### src/design/msfq_pkg.sv
// Package of the slow-tick motor fault qualifier: field widths, register
// indexes, reset values and fixed qualification constants. No dependencies.
package msfq_pkg;

   localparam int CUR_W     = 16;
   localparam int BUS_W     = 16;
   localparam int SPD_W     = 24;
   localparam int SEQ_W     = 32;
   localparam int DT_W      = 16;
   localparam int ACC_W     = 32;
   localparam int FAULT_W   = 4;
   localparam int MASK_W    = 4;
   localparam int CSR_IDX_W = 3;
   localparam int CSR_DAT_W = 24;

   // Fixed qualification constants.
   localparam logic [16:0]      UV_HYST_MV      = 17'd1000;
   localparam logic [ACC_W-1:0] COMM_TIMEOUT_MS = 32'd1000;

   // Register reset values.
   localparam logic [MASK_W-1:0] RST_ENABLE_MASK      = 4'd15;
   localparam logic [15:0]       RST_UV_LEVEL_MV      = 16'd9000;
   localparam logic [15:0]       RST_UV_TIME_MS       = 16'd500;
   localparam logic [15:0]       RST_STALL_CURRENT_MA = 16'd2400;
   localparam logic [23:0]       RST_STALL_SPEED_MRPS = 24'd500;
   localparam logic [15:0]       RST_STALL_TIME_MS    = 16'd2000;
   localparam logic [23:0]       RST_SPD_ERR_MRPS     = 24'd2000;
   localparam logic [15:0]       RST_SPD_ERR_TIME_MS  = 16'd2000;

   // Enable mask bits.
   localparam int EN_COMM  = 0;
   localparam int EN_UV    = 1;
   localparam int EN_STALL = 2;
   localparam int EN_SPD   = 3;

   // Fault bit positions.
   localparam int FB_UV    = 0;
   localparam int FB_COMM  = 1;
   localparam int FB_STALL = 2;
   localparam int FB_SPD   = 3;

   typedef enum logic [CSR_IDX_W-1:0] {
      CSR_ENABLE_MASK      = 3'd0,
      CSR_UV_LEVEL_MV      = 3'd1,
      CSR_UV_TIME_MS       = 3'd2,
      CSR_STALL_CURRENT_MA = 3'd3,
      CSR_STALL_SPEED_MRPS = 3'd4,
      CSR_STALL_TIME_MS    = 3'd5,
      CSR_SPD_ERR_MRPS     = 3'd6,
      CSR_SPD_ERR_TIME_MS  = 3'd7
   } csr_index_type;

endpackage

### src/design/msfq_req_if.sv
// Sample channel of the slow-tick fault qualifier: valid/ready and one sample.
// Depends on msfq_pkg for field widths.
interface msfq_req_if;
   import msfq_pkg::*;

   logic                    valid;
   logic                    ready;
   logic signed [CUR_W-1:0] current_a;
   logic signed [CUR_W-1:0] current_b;
   logic signed [CUR_W-1:0] current_c;
   logic [BUS_W-1:0]        bus_mv;
   logic signed [SPD_W-1:0] speed_mrps;
   logic signed [SPD_W-1:0] target_mrps;
   logic [SEQ_W-1:0]        rx_seq;
   logic                    is_run;
   logic [DT_W-1:0]         delta_ms;
   logic                    sample_invalid;

   modport source (
      output valid, current_a, current_b, current_c, bus_mv, speed_mrps,
             target_mrps, rx_seq, is_run, delta_ms, sample_invalid,
      input  ready
   );
   modport sink (
      input  valid, current_a, current_b, current_c, bus_mv, speed_mrps,
             target_mrps, rx_seq, is_run, delta_ms, sample_invalid,
      output ready
   );
endinterface

### src/design/msfq_rsp_if.sv
// Result channel of the slow-tick fault qualifier: valid/ready and fault bits.
// Depends on msfq_pkg for the field width.
interface msfq_rsp_if;
   import msfq_pkg::*;

   logic               valid;
   logic               ready;
   logic [FAULT_W-1:0] fault_bits;

   modport source (output valid, fault_bits, input ready);
   modport sink (input valid, fault_bits, output ready);
endinterface

### src/design/motor_slow_fault_qualifier_core.sv
// Slow-tick motor fault qualifier, top level and only datapath module.
// Depends on msfq_pkg, msfq_req_if and msfq_rsp_if.
//
// Usage: each transaction on the req channel is one slow-tick sample. Every
// sample produces exactly one transaction on the rsp channel carrying four
// fault bits: undervoltage or invalid sample, communication timeout, stall and
// speed error. Thresholds live in eight registers written through the csr
// port (write enable, index, data); write them only while no sample is in
// flight.
// An accepted sample is held in the sample register, then in the result
// register, from which its result is taken. Throughput is one sample per
// cycle while the receiver does not stall; the accumulators are updated by
// the single compare and saturating-add pass that moves a sample from the
// sample register into the result register.
// When the receiver stalls, the result register holds its transaction and the
// sample register can still take one more sample; after that req ready drops
// until the result is taken. Synchronous reset clears both stages, all five
// accumulator/sequence registers and restores the register defaults; ready is
// low while reset is asserted.
module motor_slow_fault_qualifier_core (
   input  logic                                 clock,
   input  logic                                 reset,
   msfq_req_if.sink                             req_chan,
   msfq_rsp_if.source                           rsp_chan,
   input  logic                                 csr_wr_en,
   input  logic [msfq_pkg::CSR_IDX_W-1:0]       csr_index,
   input  logic [msfq_pkg::CSR_DAT_W-1:0]       csr_data
);
   import msfq_pkg::*;

   // Configuration registers.
   logic [MASK_W-1:0] enable_mask_ff;
   logic [15:0]       uv_level_ff;
   logic [15:0]       uv_time_ff;
   logic [15:0]       stall_cur_ff;
   logic [23:0]       stall_spd_ff;
   logic [15:0]       stall_time_ff;
   logic [23:0]       spd_err_ff;
   logic [15:0]       spd_err_time_ff;

   // Sample register.
   logic                    s1_vld_ff;
   logic signed [CUR_W-1:0] s1_cur_a_ff, s1_cur_b_ff, s1_cur_c_ff;
   logic [BUS_W-1:0]        s1_bus_ff;
   logic signed [SPD_W-1:0] s1_speed_ff, s1_target_ff;
   logic [SEQ_W-1:0]        s1_seq_ff;
   logic                    s1_run_ff;
   logic [DT_W-1:0]         s1_dt_ff;
   logic                    s1_inv_ff;

   // Result register.
   logic               out_vld_ff;
   logic [FAULT_W-1:0] out_fault_ff;
   logic [FAULT_W-1:0] out_fault_in;

   // Accumulators.
   logic [ACC_W-1:0] comm_idle_ff, comm_idle_in;
   logic [SEQ_W-1:0] last_rx_ff, last_rx_in;
   logic [ACC_W-1:0] uv_acc_ff, uv_acc_in;
   logic [ACC_W-1:0] stall_acc_ff, stall_acc_in;
   logic [ACC_W-1:0] spd_acc_ff, spd_acc_in;

   logic out_free, s1_adv, req_fire;

   function automatic logic [ACC_W-1:0] sat_add(input logic [ACC_W-1:0] acc,
                                                input logic [DT_W-1:0] dt);
      logic [ACC_W:0] sum;
      sum = {1'b0, acc} + {{(ACC_W-DT_W+1){1'b0}}, dt};
      return sum[ACC_W] ? {ACC_W{1'b1}} : sum[ACC_W-1:0];
   endfunction

   function automatic logic [CUR_W:0] cur_mag(input logic signed [CUR_W-1:0] x);
      logic [CUR_W:0] ext;
      ext = {x[CUR_W-1], x};
      return x[CUR_W-1] ? (~ext + 1'b1) : ext;
   endfunction

   // Handshake: the result register frees when empty or being taken, and the
   // sample register moves forward whenever the result register is free.
   assign out_free = !out_vld_ff || rsp_chan.ready;
   assign s1_adv   = s1_vld_ff && out_free;
   assign req_chan.ready = !reset && (!s1_vld_ff || out_free);
   assign req_fire = req_chan.valid && req_chan.ready;

   assign rsp_chan.valid      = out_vld_ff;
   assign rsp_chan.fault_bits = out_fault_ff;

   // Derived magnitudes of the held sample.
   logic [CUR_W:0]        mag_a, mag_b, mag_c, mag_max;
   logic [SPD_W-1:0]      spd_mag;
   logic signed [SPD_W+1:0] dev;
   logic [SPD_W:0]        dev_mag;
   logic                  uv_below, uv_above, stall_cond, spd_cond, comm_active;

   always_comb begin
      mag_a = cur_mag(s1_cur_a_ff);
      mag_b = cur_mag(s1_cur_b_ff);
      mag_c = cur_mag(s1_cur_c_ff);
      mag_max = mag_a;
      if (mag_b > mag_max) begin
         mag_max = mag_b;
      end
      if (mag_c > mag_max) begin
         mag_max = mag_c;
      end
      // The speed magnitude is at most 2**(SPD_W-1), which
      // still fits the field width unsigned.
      spd_mag = s1_speed_ff[SPD_W-1] ? (~s1_speed_ff + 1'b1) : s1_speed_ff;
      dev = $signed({2'b00, spd_mag}) - $signed({{2{s1_target_ff[SPD_W-1]}}, s1_target_ff});
      dev_mag = dev[SPD_W+1] ? (~dev[SPD_W:0] + 1'b1) : dev[SPD_W:0];

      uv_below   = s1_bus_ff < uv_level_ff;
      uv_above   = {1'b0, s1_bus_ff} > ({1'b0, uv_level_ff} + UV_HYST_MV);
      stall_cond = (mag_max > {1'b0, stall_cur_ff}) && (spd_mag < stall_spd_ff);
      spd_cond   = dev_mag > {1'b0, spd_err_ff};
      comm_active = enable_mask_ff[EN_COMM] && s1_run_ff && (s1_seq_ff != '0);
   end

   // Next accumulator values and fault bits for the held sample.
   always_comb begin
      out_fault_in = '0;
      out_fault_in[FB_UV] = s1_inv_ff;

      comm_idle_in = '0;
      last_rx_in   = s1_seq_ff;
      if (comm_active && (s1_seq_ff == last_rx_ff)) begin
         comm_idle_in = sat_add(comm_idle_ff, s1_dt_ff);
         last_rx_in   = last_rx_ff;
      end
      if (comm_active && (comm_idle_in >= COMM_TIMEOUT_MS)) begin
         out_fault_in[FB_COMM] = 1'b1;
      end

      uv_acc_in    = uv_acc_ff;
      stall_acc_in = stall_acc_ff;
      spd_acc_in   = spd_acc_ff;
      if (!s1_run_ff) begin
         uv_acc_in    = '0;
         stall_acc_in = '0;
         spd_acc_in   = '0;
      end else begin
         // An invalid sample holds the run-mode accumulators but the held
         // values are still checked against their limits.
         if (enable_mask_ff[EN_UV]) begin
            if (!s1_inv_ff && uv_below) begin
               uv_acc_in = sat_add(uv_acc_ff, s1_dt_ff);
            end else if (!s1_inv_ff && uv_above) begin
               uv_acc_in = '0;
            end
            if (uv_acc_in >= {16'd0, uv_time_ff}) begin
               out_fault_in[FB_UV] = 1'b1;
            end
         end
         if (enable_mask_ff[EN_STALL]) begin
            if (!s1_inv_ff) begin
               stall_acc_in = stall_cond ? sat_add(stall_acc_ff, s1_dt_ff) : '0;
            end
            if (stall_acc_in >= {16'd0, stall_time_ff}) begin
               out_fault_in[FB_STALL] = 1'b1;
            end
         end
         if (enable_mask_ff[EN_SPD]) begin
            if (!s1_inv_ff) begin
               spd_acc_in = spd_cond ? sat_add(spd_acc_ff, s1_dt_ff) : '0;
            end
            if (spd_acc_in >= {16'd0, spd_err_time_ff}) begin
               out_fault_in[FB_SPD] = 1'b1;
            end
         end
      end
   end

   // Configuration registers.
   always_ff @(posedge clock) begin
      if (reset) begin
         enable_mask_ff  <= RST_ENABLE_MASK;
         uv_level_ff     <= RST_UV_LEVEL_MV;
         uv_time_ff      <= RST_UV_TIME_MS;
         stall_cur_ff    <= RST_STALL_CURRENT_MA;
         stall_spd_ff    <= RST_STALL_SPEED_MRPS;
         stall_time_ff   <= RST_STALL_TIME_MS;
         spd_err_ff      <= RST_SPD_ERR_MRPS;
         spd_err_time_ff <= RST_SPD_ERR_TIME_MS;
      end else if (csr_wr_en) begin
         case (csr_index)
            CSR_ENABLE_MASK:      enable_mask_ff  <= csr_data[MASK_W-1:0];
            CSR_UV_LEVEL_MV:      uv_level_ff     <= csr_data[15:0];
            CSR_UV_TIME_MS:       uv_time_ff      <= csr_data[15:0];
            CSR_STALL_CURRENT_MA: stall_cur_ff    <= csr_data[15:0];
            CSR_STALL_SPEED_MRPS: stall_spd_ff    <= csr_data[23:0];
            CSR_STALL_TIME_MS:    stall_time_ff   <= csr_data[15:0];
            CSR_SPD_ERR_MRPS:     spd_err_ff      <= csr_data[23:0];
            CSR_SPD_ERR_TIME_MS:  spd_err_time_ff <= csr_data[15:0];
            default: begin
            end
         endcase
      end
   end

   // Stage valids, accumulators and sequence tracking.
   always_ff @(posedge clock) begin
      if (reset) begin
         s1_vld_ff    <= 1'b0;
         out_vld_ff   <= 1'b0;
         comm_idle_ff <= '0;
         last_rx_ff   <= '0;
         uv_acc_ff    <= '0;
         stall_acc_ff <= '0;
         spd_acc_ff   <= '0;
      end else begin
         if (req_fire) begin
            s1_vld_ff <= 1'b1;
         end else if (s1_adv) begin
            s1_vld_ff <= 1'b0;
         end
         if (s1_adv) begin
            out_vld_ff   <= 1'b1;
            comm_idle_ff <= comm_idle_in;
            last_rx_ff   <= last_rx_in;
            uv_acc_ff    <= uv_acc_in;
            stall_acc_ff <= stall_acc_in;
            spd_acc_ff   <= spd_acc_in;
         end else if (rsp_chan.ready) begin
            out_vld_ff <= 1'b0;
         end
      end
   end

   // Payload registers.
   always_ff @(posedge clock) begin
      if (req_fire) begin
         s1_cur_a_ff  <= req_chan.current_a;
         s1_cur_b_ff  <= req_chan.current_b;
         s1_cur_c_ff  <= req_chan.current_c;
         s1_bus_ff    <= req_chan.bus_mv;
         s1_speed_ff  <= req_chan.speed_mrps;
         s1_target_ff <= req_chan.target_mrps;
         s1_seq_ff    <= req_chan.rx_seq;
         s1_run_ff    <= req_chan.is_run;
         s1_dt_ff     <= req_chan.delta_ms;
         s1_inv_ff    <= req_chan.sample_invalid;
      end
      if (s1_adv) begin
         out_fault_ff <= out_fault_in;
      end
   end

endmodule

### src/flat_wrapper.sv
// flat-port wrapper written by rule: the top's interface ports become plain ports
module motor_slow_fault_qualifier_core_flat import msfq_pkg::*;
  (clock, reset, csr_wr_en, csr_index, csr_data, req_chan_valid, req_chan_current_a, req_chan_current_b, req_chan_current_c, req_chan_bus_mv, req_chan_speed_mrps, req_chan_target_mrps, req_chan_rx_seq, req_chan_is_run, req_chan_delta_ms, req_chan_sample_invalid, req_chan_ready, rsp_chan_valid, rsp_chan_fault_bits, rsp_chan_ready);
  msfq_req_if req_chan_i ();
  msfq_rsp_if rsp_chan_i ();
  input  logic clock;
  input  logic reset;
  input  logic csr_wr_en;
  input  logic [msfq_pkg::CSR_IDX_W-1:0] csr_index;
  input  logic [msfq_pkg::CSR_DAT_W-1:0] csr_data;
  input wire logic [$bits(req_chan_i.valid)-1:0] req_chan_valid;
  input wire logic [$bits(req_chan_i.current_a)-1:0] req_chan_current_a;
  input wire logic [$bits(req_chan_i.current_b)-1:0] req_chan_current_b;
  input wire logic [$bits(req_chan_i.current_c)-1:0] req_chan_current_c;
  input wire logic [$bits(req_chan_i.bus_mv)-1:0] req_chan_bus_mv;
  input wire logic [$bits(req_chan_i.speed_mrps)-1:0] req_chan_speed_mrps;
  input wire logic [$bits(req_chan_i.target_mrps)-1:0] req_chan_target_mrps;
  input wire logic [$bits(req_chan_i.rx_seq)-1:0] req_chan_rx_seq;
  input wire logic [$bits(req_chan_i.is_run)-1:0] req_chan_is_run;
  input wire logic [$bits(req_chan_i.delta_ms)-1:0] req_chan_delta_ms;
  input wire logic [$bits(req_chan_i.sample_invalid)-1:0] req_chan_sample_invalid;
  output wire logic [$bits(req_chan_i.ready)-1:0] req_chan_ready;
  output wire logic [$bits(rsp_chan_i.valid)-1:0] rsp_chan_valid;
  output wire logic [$bits(rsp_chan_i.fault_bits)-1:0] rsp_chan_fault_bits;
  input wire logic [$bits(rsp_chan_i.ready)-1:0] rsp_chan_ready;
  assign req_chan_i.valid = req_chan_valid;
  assign req_chan_i.current_a = req_chan_current_a;
  assign req_chan_i.current_b = req_chan_current_b;
  assign req_chan_i.current_c = req_chan_current_c;
  assign req_chan_i.bus_mv = req_chan_bus_mv;
  assign req_chan_i.speed_mrps = req_chan_speed_mrps;
  assign req_chan_i.target_mrps = req_chan_target_mrps;
  assign req_chan_i.rx_seq = req_chan_rx_seq;
  assign req_chan_i.is_run = req_chan_is_run;
  assign req_chan_i.delta_ms = req_chan_delta_ms;
  assign req_chan_i.sample_invalid = req_chan_sample_invalid;
  assign req_chan_ready = req_chan_i.ready;
  assign rsp_chan_valid = rsp_chan_i.valid;
  assign rsp_chan_fault_bits = rsp_chan_i.fault_bits;
  assign rsp_chan_i.ready = rsp_chan_ready;
  motor_slow_fault_qualifier_core u_core (.clock(clock), .reset(reset), .req_chan(req_chan_i), .rsp_chan(rsp_chan_i), .csr_wr_en(csr_wr_en), .csr_index(csr_index), .csr_data(csr_data));
endmodule
### config.mk
export PLATFORM = sky130hd
export DESIGN_NAME = motor_slow_fault_qualifier_core_flat
export DESIGN_NICKNAME = d
export VERILOG_FILES = /design/src/design/msfq_pkg.sv /design/src/design/msfq_req_if.sv /design/src/design/msfq_rsp_if.sv /design/src/design/motor_slow_fault_qualifier_core.sv /design/src/flat_wrapper.sv
export SDC_FILE = /design/constraint.sdc
export NUM_CORES = 1
export LEC_CHECK = 0
export BUFFER_PORTS_ARGS = -buffer_cell sky130_fd_sc_hd__buf_2
export CAP_MARGIN = 30
export CORE_MARGIN = 2
export CORE_UTILIZATION = 62
export CTS_CLUSTER_SIZE = 28
export DETAILED_ROUTE_END_ITERATION = 6
export PLACE_DENSITY_LB_ADDON = 0.25
export SLEW_MARGIN = 20
export SYNTH_ARGS = -nofsm -noshare
export SYNTH_HDL_FRONTEND = slang
export SYNTH_SLANG_ARGS = --single-unit
### constraint.sdc
create_clock -name clock -period 12.85 [get_ports clock]
set_clock_uncertainty 0.2 [all_clocks]
set_input_delay 0.6425 -clock clock [delete_from_list [all_inputs] [get_ports clock]]
set_output_delay 0.6425 -clock clock [all_outputs]
set_load 0.005 [all_outputs]
==> results of run 1 <==
-- layer usage --
metal,global-route usage [%],part of all wire (%)
met1,43.11,41
met2,57.68,47
met3,5.009,7.0
met4,14.36,4.5
met5,0,0
-- power by group through the flow --
| stage | logic (mW) | clock network (mW) | registers [mW] |
|---|---|---|---|
| 3_5_place_dp | 0.653 | 0 | 1.62 |
| 5_1_grt | 0.780 | 1.51 | 1.60 |
| 4_1_cts | 0.686 | 1.45 | 1.59 |
| 2_1_floorplan | 0.471 | 0 | 1.61 |
| 6_report | 0.702 | 1.43 | 1.59 |
| 3_3_place_gp | 0.624 | 0 | 1.62 |
-- final cells by class --
cell class	instances	area (um2)
Inverter	213	799.5
Fill cell	3602	12900
Multi-Input combinational cell	2721	17270
Clock inverter	27	250.2
Tap cell	607	759.5
Sequential cell	460	10870
Timing Repair Buffer	362	2547
Clock buffer	63	1361
-- flip-flops by register name (all words and copies together), names as in the netlist, 32 cells and up --
name	cells
u_core.spd_acc_ff	32
u_core.comm_idle_ff	32
u_core.last_rx_ff	32
u_core.stall_acc_ff	32
u_core.uv_acc_ff	32
u_core.s1_seq_ff	32
-- metrics by stage --
stage	cells	power [mW]	setup WS, ns	hold slack [ns]	instance area (um2)
after floorplan	3550	2.081	3.553	0.2362	29490
after global placement	4232	2.244	2.422	0.2423	30930
after detailed placement	4238	2.275	2.367	0.2480	30990
after CTS	4451	3.728	2.272	0.000006883	33830
after global routing	4453	3.885	1.254	0.002948	33860
final	4453	3.729	2.107	0.02147	33860
-- worst max path at each step --
stage | startpoint | endpoint | slack (ns)
3_3_place_gp | u_core.s1_cur_a_ff[6] | u_core.rsp_chan.fault_bits[2] | 2.42
5_1_grt | u_core.s1_cur_a_ff[6] | u_core.rsp_chan.fault_bits[2] | 1.25
3_5_place_dp | u_core.s1_cur_a_ff[6] | u_core.rsp_chan.fault_bits[2] | 2.37
2_1_floorplan | u_core.s1_cur_a_ff[6] | u_core.rsp_chan.fault_bits[2] | 3.55
4_1_cts | u_core.s1_cur_a_ff[6] | u_core.rsp_chan.fault_bits[2] | 2.27
6_report | u_core.s1_cur_a_ff[6] | u_core.rsp_chan.fault_bits[2] | 2.11
-- cells by family after synthesis --
logic type               synth area share (%)
AO/OA/AOI/OAI                           20.20
XOR/XNOR                                5.555
adder cells (fa/ha/maj)                 11.75
buffers and inverters                   4.732
flip-flops                              36.87
multiplexers                           0.7256
other                                 0.02547
AND/OR/NAND/NOR                         20.14
-- repair_timing --
item,in CTS,in global routing
endpoints found under the hold margin,123,0
hold buffers,123,0
buffers inserted,0,0
-- cell usage in the layout (no fill, tap or decap), types with 9 or more instances in the layout --
cell	synthesis	layout
sky130_fd_sc_hd__and3_1	34	34
sky130_fd_sc_hd__inv_1	212	211
sky130_fd_sc_hd__buf_4	0	35
sky130_fd_sc_hd__xnor2_1	133	133
sky130_fd_sc_hd__o21ai_0	180	177
sky130_fd_sc_hd__edfxtp_1	166	166
sky130_fd_sc_hd__nor3_1	74	72
sky130_fd_sc_hd__or4_1	10	10
sky130_fd_sc_hd__ha_1	269	269
sky130_fd_sc_hd__o31ai_1	37	37
sky130_fd_sc_hd__a21o_1	84	84
sky130_fd_sc_hd__nor4_1	27	27
sky130_fd_sc_hd__mux2i_1	18	18
sky130_fd_sc_hd__xor2_1	54	54
sky130_fd_sc_hd__or2_2	12	12
sky130_fd_sc_hd__nor2b_1	39	39
sky130_fd_sc_hd__dfxtp_1	294	294
sky130_fd_sc_hd__nand4_1	55	55
sky130_fd_sc_hd__o211ai_1	57	57
sky130_fd_sc_hd__a211oi_1	19	18
sky130_fd_sc_hd__nand2b_1	34	33
sky130_fd_sc_hd__and2_1	21	20
sky130_fd_sc_hd__clkinv_2	0	9
sky130_fd_sc_hd__a22oi_1	54	54
sky130_fd_sc_hd__a21boi_0	12	12
sky130_fd_sc_hd__or3_1	40	40
sky130_fd_sc_hd__dlygate4sd3_1	0	123
sky130_fd_sc_hd__buf_2	5	199
sky130_fd_sc_hd__nor3b_1	10	10
sky130_fd_sc_hd__o21bai_1	11	11
sky130_fd_sc_hd__a21oi_1	344	344
sky130_fd_sc_hd__o21a_1	23	23
sky130_fd_sc_hd__o22ai_1	11	11
sky130_fd_sc_hd__o41ai_1	10	10
sky130_fd_sc_hd__nand2_1	580	580
sky130_fd_sc_hd__nand3_1	98	98
sky130_fd_sc_hd__clkbuf_16	0	51
sky130_fd_sc_hd__nor2_1	217	214
sky130_fd_sc_hd__a31oi_1	29	29
==> run summary, run 1 <==
The type of origin of the critical path is a flop. The buffer levels on the longest clock path is 3. Relative to the synthesized area, the layout overhead comes to 14.83%.

TritonCTS built the clock tree. Counting flops with an async set or reset pin after synthesis yields a share of 0%. The detailed placer's ending HPWL came out at approximately 60000 um.

The largest total area in the synthesized netlist belongs to sky130_fd_sc_hd__dfxtp_1. The number of logic stages on the critical path including buffering is 46. The via count of the first global-routing pass is 26.84k.

The kind of cell adding the most delay to the critical path is compound AO/OA/AOI/OAI gates. The worst register-to-register path begins at u_core.s1_cur_a_ff[6]. The initialized floorplan defines 79 standard-cell rows. The initial antenna violation count was 0. The number of nets with antenna violations after detailed routing is 0.

The detailed router's first-iteration violation count is ~2.6k. The worst slew slack as a fraction of its limit came out at a little under a third. The part of the power in the clock network is between 30% and 40%. The clock latency on the worst-skew pair came out at a little over 0.6 ns. By area the synthesized netlist is led by sky130_fd_sc_hd__dfxtp_1 20%, sky130_fd_sc_hd__edfxtp_1 17%, sky130_fd_sc_hd__ha_1 11%, sky130_fd_sc_hd__nand2_1 7.4%, sky130_fd_sc_hd__a21oi_1 5.8%. Summed over all layers, the routed wires come to around 86000 um.

The slew at the pin closest to its max-slew limit came out at between 1 and 1.5 ns. The internal power came out at between 2 and 3 mW. The average wire length per cell after detail routing came out at 19.21 um.

The critical path's most frequent cell is sky130_fd_sc_hd__a21oi_1. At the worst endpoint, the arrival time is approximately 11 ns. The aggregate global-route resource usage is about a third. The post-synthesis area per instance is just over 8 um2. Measured along the y axis, the die boundary spans 222.1 um. From left edge to right edge, the die measures ~220 um. Synthesis instantiated a little under 90 different standard cells from the library. The sum of overflow across all layers after global routing came out at 0.

The clock sink count came out at 460. Setup violations remaining at the end of the flow were counted as 0. The fraction of final layout cells with drive strength greater than 1 came out at about a tenth. The summed negative setup slack over all endpoints is 0 ns. On the worst path, the slowest cell contributes a delay of between 0.6 and 0.7 ns. The number of endpoints with negative hold slack in the final report was 0. The total number of yosys warnings is 0. The run finished, with violations left. The proportion of synthesized chip area in sequential cells is between 30 and 40%.

The worst register-to-register path ends at u_core.rsp_chan.fault_bits[2]. The clock period minus final worst setup slack came out at between 10 and 15 ns. The worst supply voltage drop on vdd is between 100 and 150 uV. Counting instances, the worst hold path has a depth of 1. Sequential cells burn 42.7% of the power. Of the total power, combinational logic draws 18.8%. The internal reg-to-reg setup slack is approximately 2.1 ns. The maximum clock frequency came out at 93.08 MHz. Clock-pin slew was measured on the worst setup and hold paths at about 0.06 ns. The final worst-path cycle share is around 84%.

The die footprint came out at around 50000 um2. The number of flip-flops and latches in the synthesized netlist is 460. Counting cells, the worst reg-to-reg path comes to 46. The via count came out at 27.57k. The largest individual stage delay along the critical path comes from the cell sky130_fd_sc_hd__or4_1. TritonCTS created between 40 and 50 clock buffers. Sorting the synthesized cells by how often they occur yields 580 x sky130_fd_sc_hd__nand2_1, 344 x sky130_fd_sc_hd__a21oi_1, 294 x sky130_fd_sc_hd__dfxtp_1, 269 x sky130_fd_sc_hd__ha_1, 217 x sky130_fd_sc_hd__nor2_1. The end-of-flow core utilization came out at between 70 and 80%. Setup repair after global routing left no endpoint under its margin.

The number of optimization iterations in the first detailed-route pass came out at 7. The core region area came out at 46750 um2. CTS placed an instance of sky130_fd_sc_hd__clkbuf_16 at the clock tree root. The number of max-slew violations in the final report came out at 0. The number of instances in the synthesized netlist came out at between 3k and 4k. In the final design database the tool counted about 4.3k nets.

The count of H-tree levels built during CTS is 2. The power per cell area came out at approximately 110 nW/um2. The antenna diode count came out at 0. For hold timing, the worst endpoint is u_core.s1_speed_ff[6].

The fraction of power spent switching nets came out at roughly 28%. The number of I/O port buffers came out at 199. The synthesized netlist occupies a cell area of slightly below 30000 um2. The top cell type's share of synthesized area is about a fifth. The final reports fail on DRC. In the routed design, unresolved DRC markers number 1. The category of the most critical setup path is flop to flop. The largest net degree at the start of global routing came out at 90.

The first global-routing pass estimated roughly 140000 um of wire. The total of max-cap violations is 0. The most common cell in the netlist is sky130_fd_sc_hd__nand2_1. The congestion estimate from routability-driven global placement came to 0.9408. The startpoint identified for the worst hold timing path is req_chan_speed_mrps[6]. The worst path required time is about 13 ns. The number of primary I/O pins came out at 200. The synthesized design contains ~170 enable-type register cells. Of all nets on the critical path, the largest fanout is 45. For this design the total switching power over the nets is approximately 1.1 mW. The tightest min-delay check is of the input pin to flop type. STA classifies the critical path endpoint as a flop.

The number of gates resized after CTS came out at 0. Among all flip-flop cells after synthesis, the most frequent one is sky130_fd_sc_hd__dfxtp_1. The routed via count divided by cell count is 6.190. The starting utilization of the core area came out at a little over three fifths.

The total leakage power came out at 13.76 nW. The number of buffer and inverter stages on the critical path is 3.
Power figures use the tool's default switching activity.
==> inputs of run 2 (changes only) <==
==> constraint.sdc (replaced) <==
create_clock -name clock -period 11.2 [get_ports clock]
set_clock_uncertainty 0.2 [all_clocks]
set_input_delay 0.56 -clock clock [delete_from_list [all_inputs] [get_ports clock]]
set_output_delay 0.56 -clock clock [all_outputs]
set_load 0.005 [all_outputs]
==> run summary, run 2 (synthesis results as in run 1) <==
Based on the critical path, the design can be clocked at up to roughly 97 MHz. The number of primary I/O pins came out at 200. The final routed DRC violation total is 0. The run finished with clean final reports.

Entering global routing, the biggest net connects 80 pins. The count of cells along the worst register-to-register path is 46. In the routed layout, each cell is associated on average with a via count of between 6 and 7. The clock latency on the worst-skew pair came out at approximately 0.6 ns.

The critical path's most frequent cell is sky130_fd_sc_hd__a21oi_1. The slowest library cell on the worst path is sky130_fd_sc_hd__nor4_1. The number of placement rows came out at between 70 and 80.

The final layout contains between 4k and 5k nets. The library cell used most frequently in the layout, excluding fill and tap cells, is sky130_fd_sc_hd__nand2_1. The initial antenna violation count came to 2. The worst hold path belongs to the class input pin to flop.

The HPWL after detailed placement is about 60000 um. Before CTS, the worst setup slack after placement is about 0.82 ns. The worst register-to-register path ends at u_core.rsp_chan.fault_bits[2]. The via count of the first global-routing pass is 27.69k. Following the worst setup path forward leads to its endpoint at u_core.rsp_chan.fault_bits[2]. The number of endpoints with negative hold slack in the final report is 0. In the final layout, the share of cells above drive strength 1 is roughly a tenth.

The completed layout was analyzed and its total power is ~4.2 mW. The filler cell count is about 3.4k. The library cells used most frequently in the layout, excluding fill and tap cells, are 580 x sky130_fd_sc_hd__nand2_1, 344 x sky130_fd_sc_hd__a21oi_1, 294 x sky130_fd_sc_hd__dfxtp_1. The worst setup path is launched from a flop. Once the clock tree was built, the setup fixing pass inserted 0 buffers. The summed negative setup slack over all endpoints is 0 ns. Dividing the final minimum period by the clock period gives between 90% and 100%.

The worst setup path is captured at a flop. The design area came out at about 34000 um2. The tree is rooted in a sky130_fd_sc_hd__clkbuf_16. The die footprint came out at ~49000 um2. The power per cell area came out at roughly 120 nW/um2. The total length of routed wires is 87140 um. The worst path meets setup with approximately 0.84 ns of slack. The hold slack came out at 0.03881 ns. The total leakage power is approximately 14 nW. The area growth from synthesis to layout is 16.07%.

The initial utilization of the core area, before any placement, comes to 63.06%. The number of max-slew violations in the final report is 0. Clock tree synthesis found a total of 460 sinks. The average wire length per cell after detail routing came out at 19.38 um. The instance count after placement with tap cells included came out at between 4k and 5k.

Routability-driven placement finished with a final weighted congestion of slightly above 0.9. The area used by sequential logic in the layout is roughly 11000 um2. The instance area at placement came out at 30990 um2. The worst slew slack as a fraction of its limit came out at a little over a third. The aggregate global-route resource usage came out at 34.78%. The worst path required time came out at between 10 and 15 ns. The final-report setup violation count is 0. The beginning of the worst register-to-register path is u_core.s1_cur_b_ff[0]. The detailed router's first-iteration violation count came out at about 2.7k.

The count of H-tree levels built during CTS came out at 2. The number of nets with antenna violations after detailed routing is 0. The internal reg-to-reg setup slack came out at 0.84 ns. The multi-input combinational cell area is 17290 um2. The delay of the slowest cell on the worst path is ~0.50 ns. TritonCTS built the clock tree. The core region area came out at 46750 um2. The clock-pin slew reported for the worst setup and hold paths after clock tree synthesis came out at 0.06 ns.

After global routing the overflow that remains totals 0. The clock period minus final worst setup slack is 10.36 ns. The wire length of the first global-routing pass came out at approximately 140000 um.

The longest clock path from root to sink contains 3 buffers. The total of max-cap violations is 0. The total CTS buffers is 48. The floorplan step set the die width to between 200 and 250 um. The detailed router placed around 28k vias in this run. The slew at the pin closest to its max-slew limit came out at between 0.9 and 1 ns. The first detailed-routing pass ran for 6 iterations. The die span in y came out at approximately 220 um. The category of the most critical setup path is flop to flop.

The start point of the critical path is u_core.s1_cur_b_ff[0]. The number of I/O port buffers is between 150 and 200. Setup repair after global routing left no endpoint under its margin. Data on the critical path arrives at its endpoint at 10.48 ns. The worst supply voltage drop on vdd came out at roughly 150 uV.

For this run, the share of the core covered by cells in the final layout is between 70% and 80%. In this run the worst path has a maximum fanout of 28. The count of non-filler cells in the finished layout came out at between 4k and 5k.
## run 2: critical path: cells and delay by family (launching register included)
kind / cells / cell delay [ns]
XOR/XNOR: 1 / 0.24
multiplexers: 1 / 0.33
flip-flops: 1 / 0.42
buffers and inverters: 1 / 0.14
AO/OA/AOI/OAI: 25 / 5.01
AND/OR/NAND/NOR: 13 / 2.48
adder cells (fa/ha/maj): 5 / 1.25
## run 2: worst min-delay path by stage
stage | from | endpoint | cells past startpoint
floorplan | u_core.comm_idle_ff[15] | u_core.comm_idle_ff[15] | 2
global placement | u_core.comm_idle_ff[8] | u_core.comm_idle_ff[8] | 2
CTS | req_chan_valid | u_core.s1_vld_ff | 3
detailed placement | u_core.stall_cur_ff[1] | u_core.stall_cur_ff[1] | 2
finish | csr_data[21] | u_core.spd_err_ff[21] | 3
global route | csr_data[21] | u_core.stall_spd_ff[21] | 3
## run 2: where the power goes
group	switching (mW)	leakage, nW	total [mW]	internal [mW]
Sequential	0.0440	3.94	1.83	1.78
Clock	0.687	0.754	1.57	0.884
Combinational	0.484	9.23	0.822	0.338
Total	1.22	13.9	4.22	3.01
## run 2: what timing repair did
item | 4_1_cts | 5_1_grt
hold buffers | 163 | 0
setup endpoints to repair | 0 | 2
resized for setup | 0 | 3
endpoints found under the hold margin | 163 | 0
## run 2: cell type report
cell class | count | area share [%]
clock buffer | 68 | 3.938
multi-input combinational | 2721 | 50.53
antenna | 2 | 0.01462
sequential | 460 | 31.76
clock inverter | 20 | 0.4460
inverter | 213 | 2.336
timing repair buffer | 405 | 8.753
tap | 607 | 2.219
## run 2: metal layers
| layer | share of wire, % | up-vias | GRT usage, % |
|---|---|---|---|
| li1 | - | 13290 | - |
| met1 | 41 | 13220 | 43.67 |
| met2 | 47 | 1165 | 58.96 |
| met3 | 6.9 | 265 | 4.744 |
| met4 | 4.8 | 0 | 17.02 |
| met5 | 0 | - | 0 |
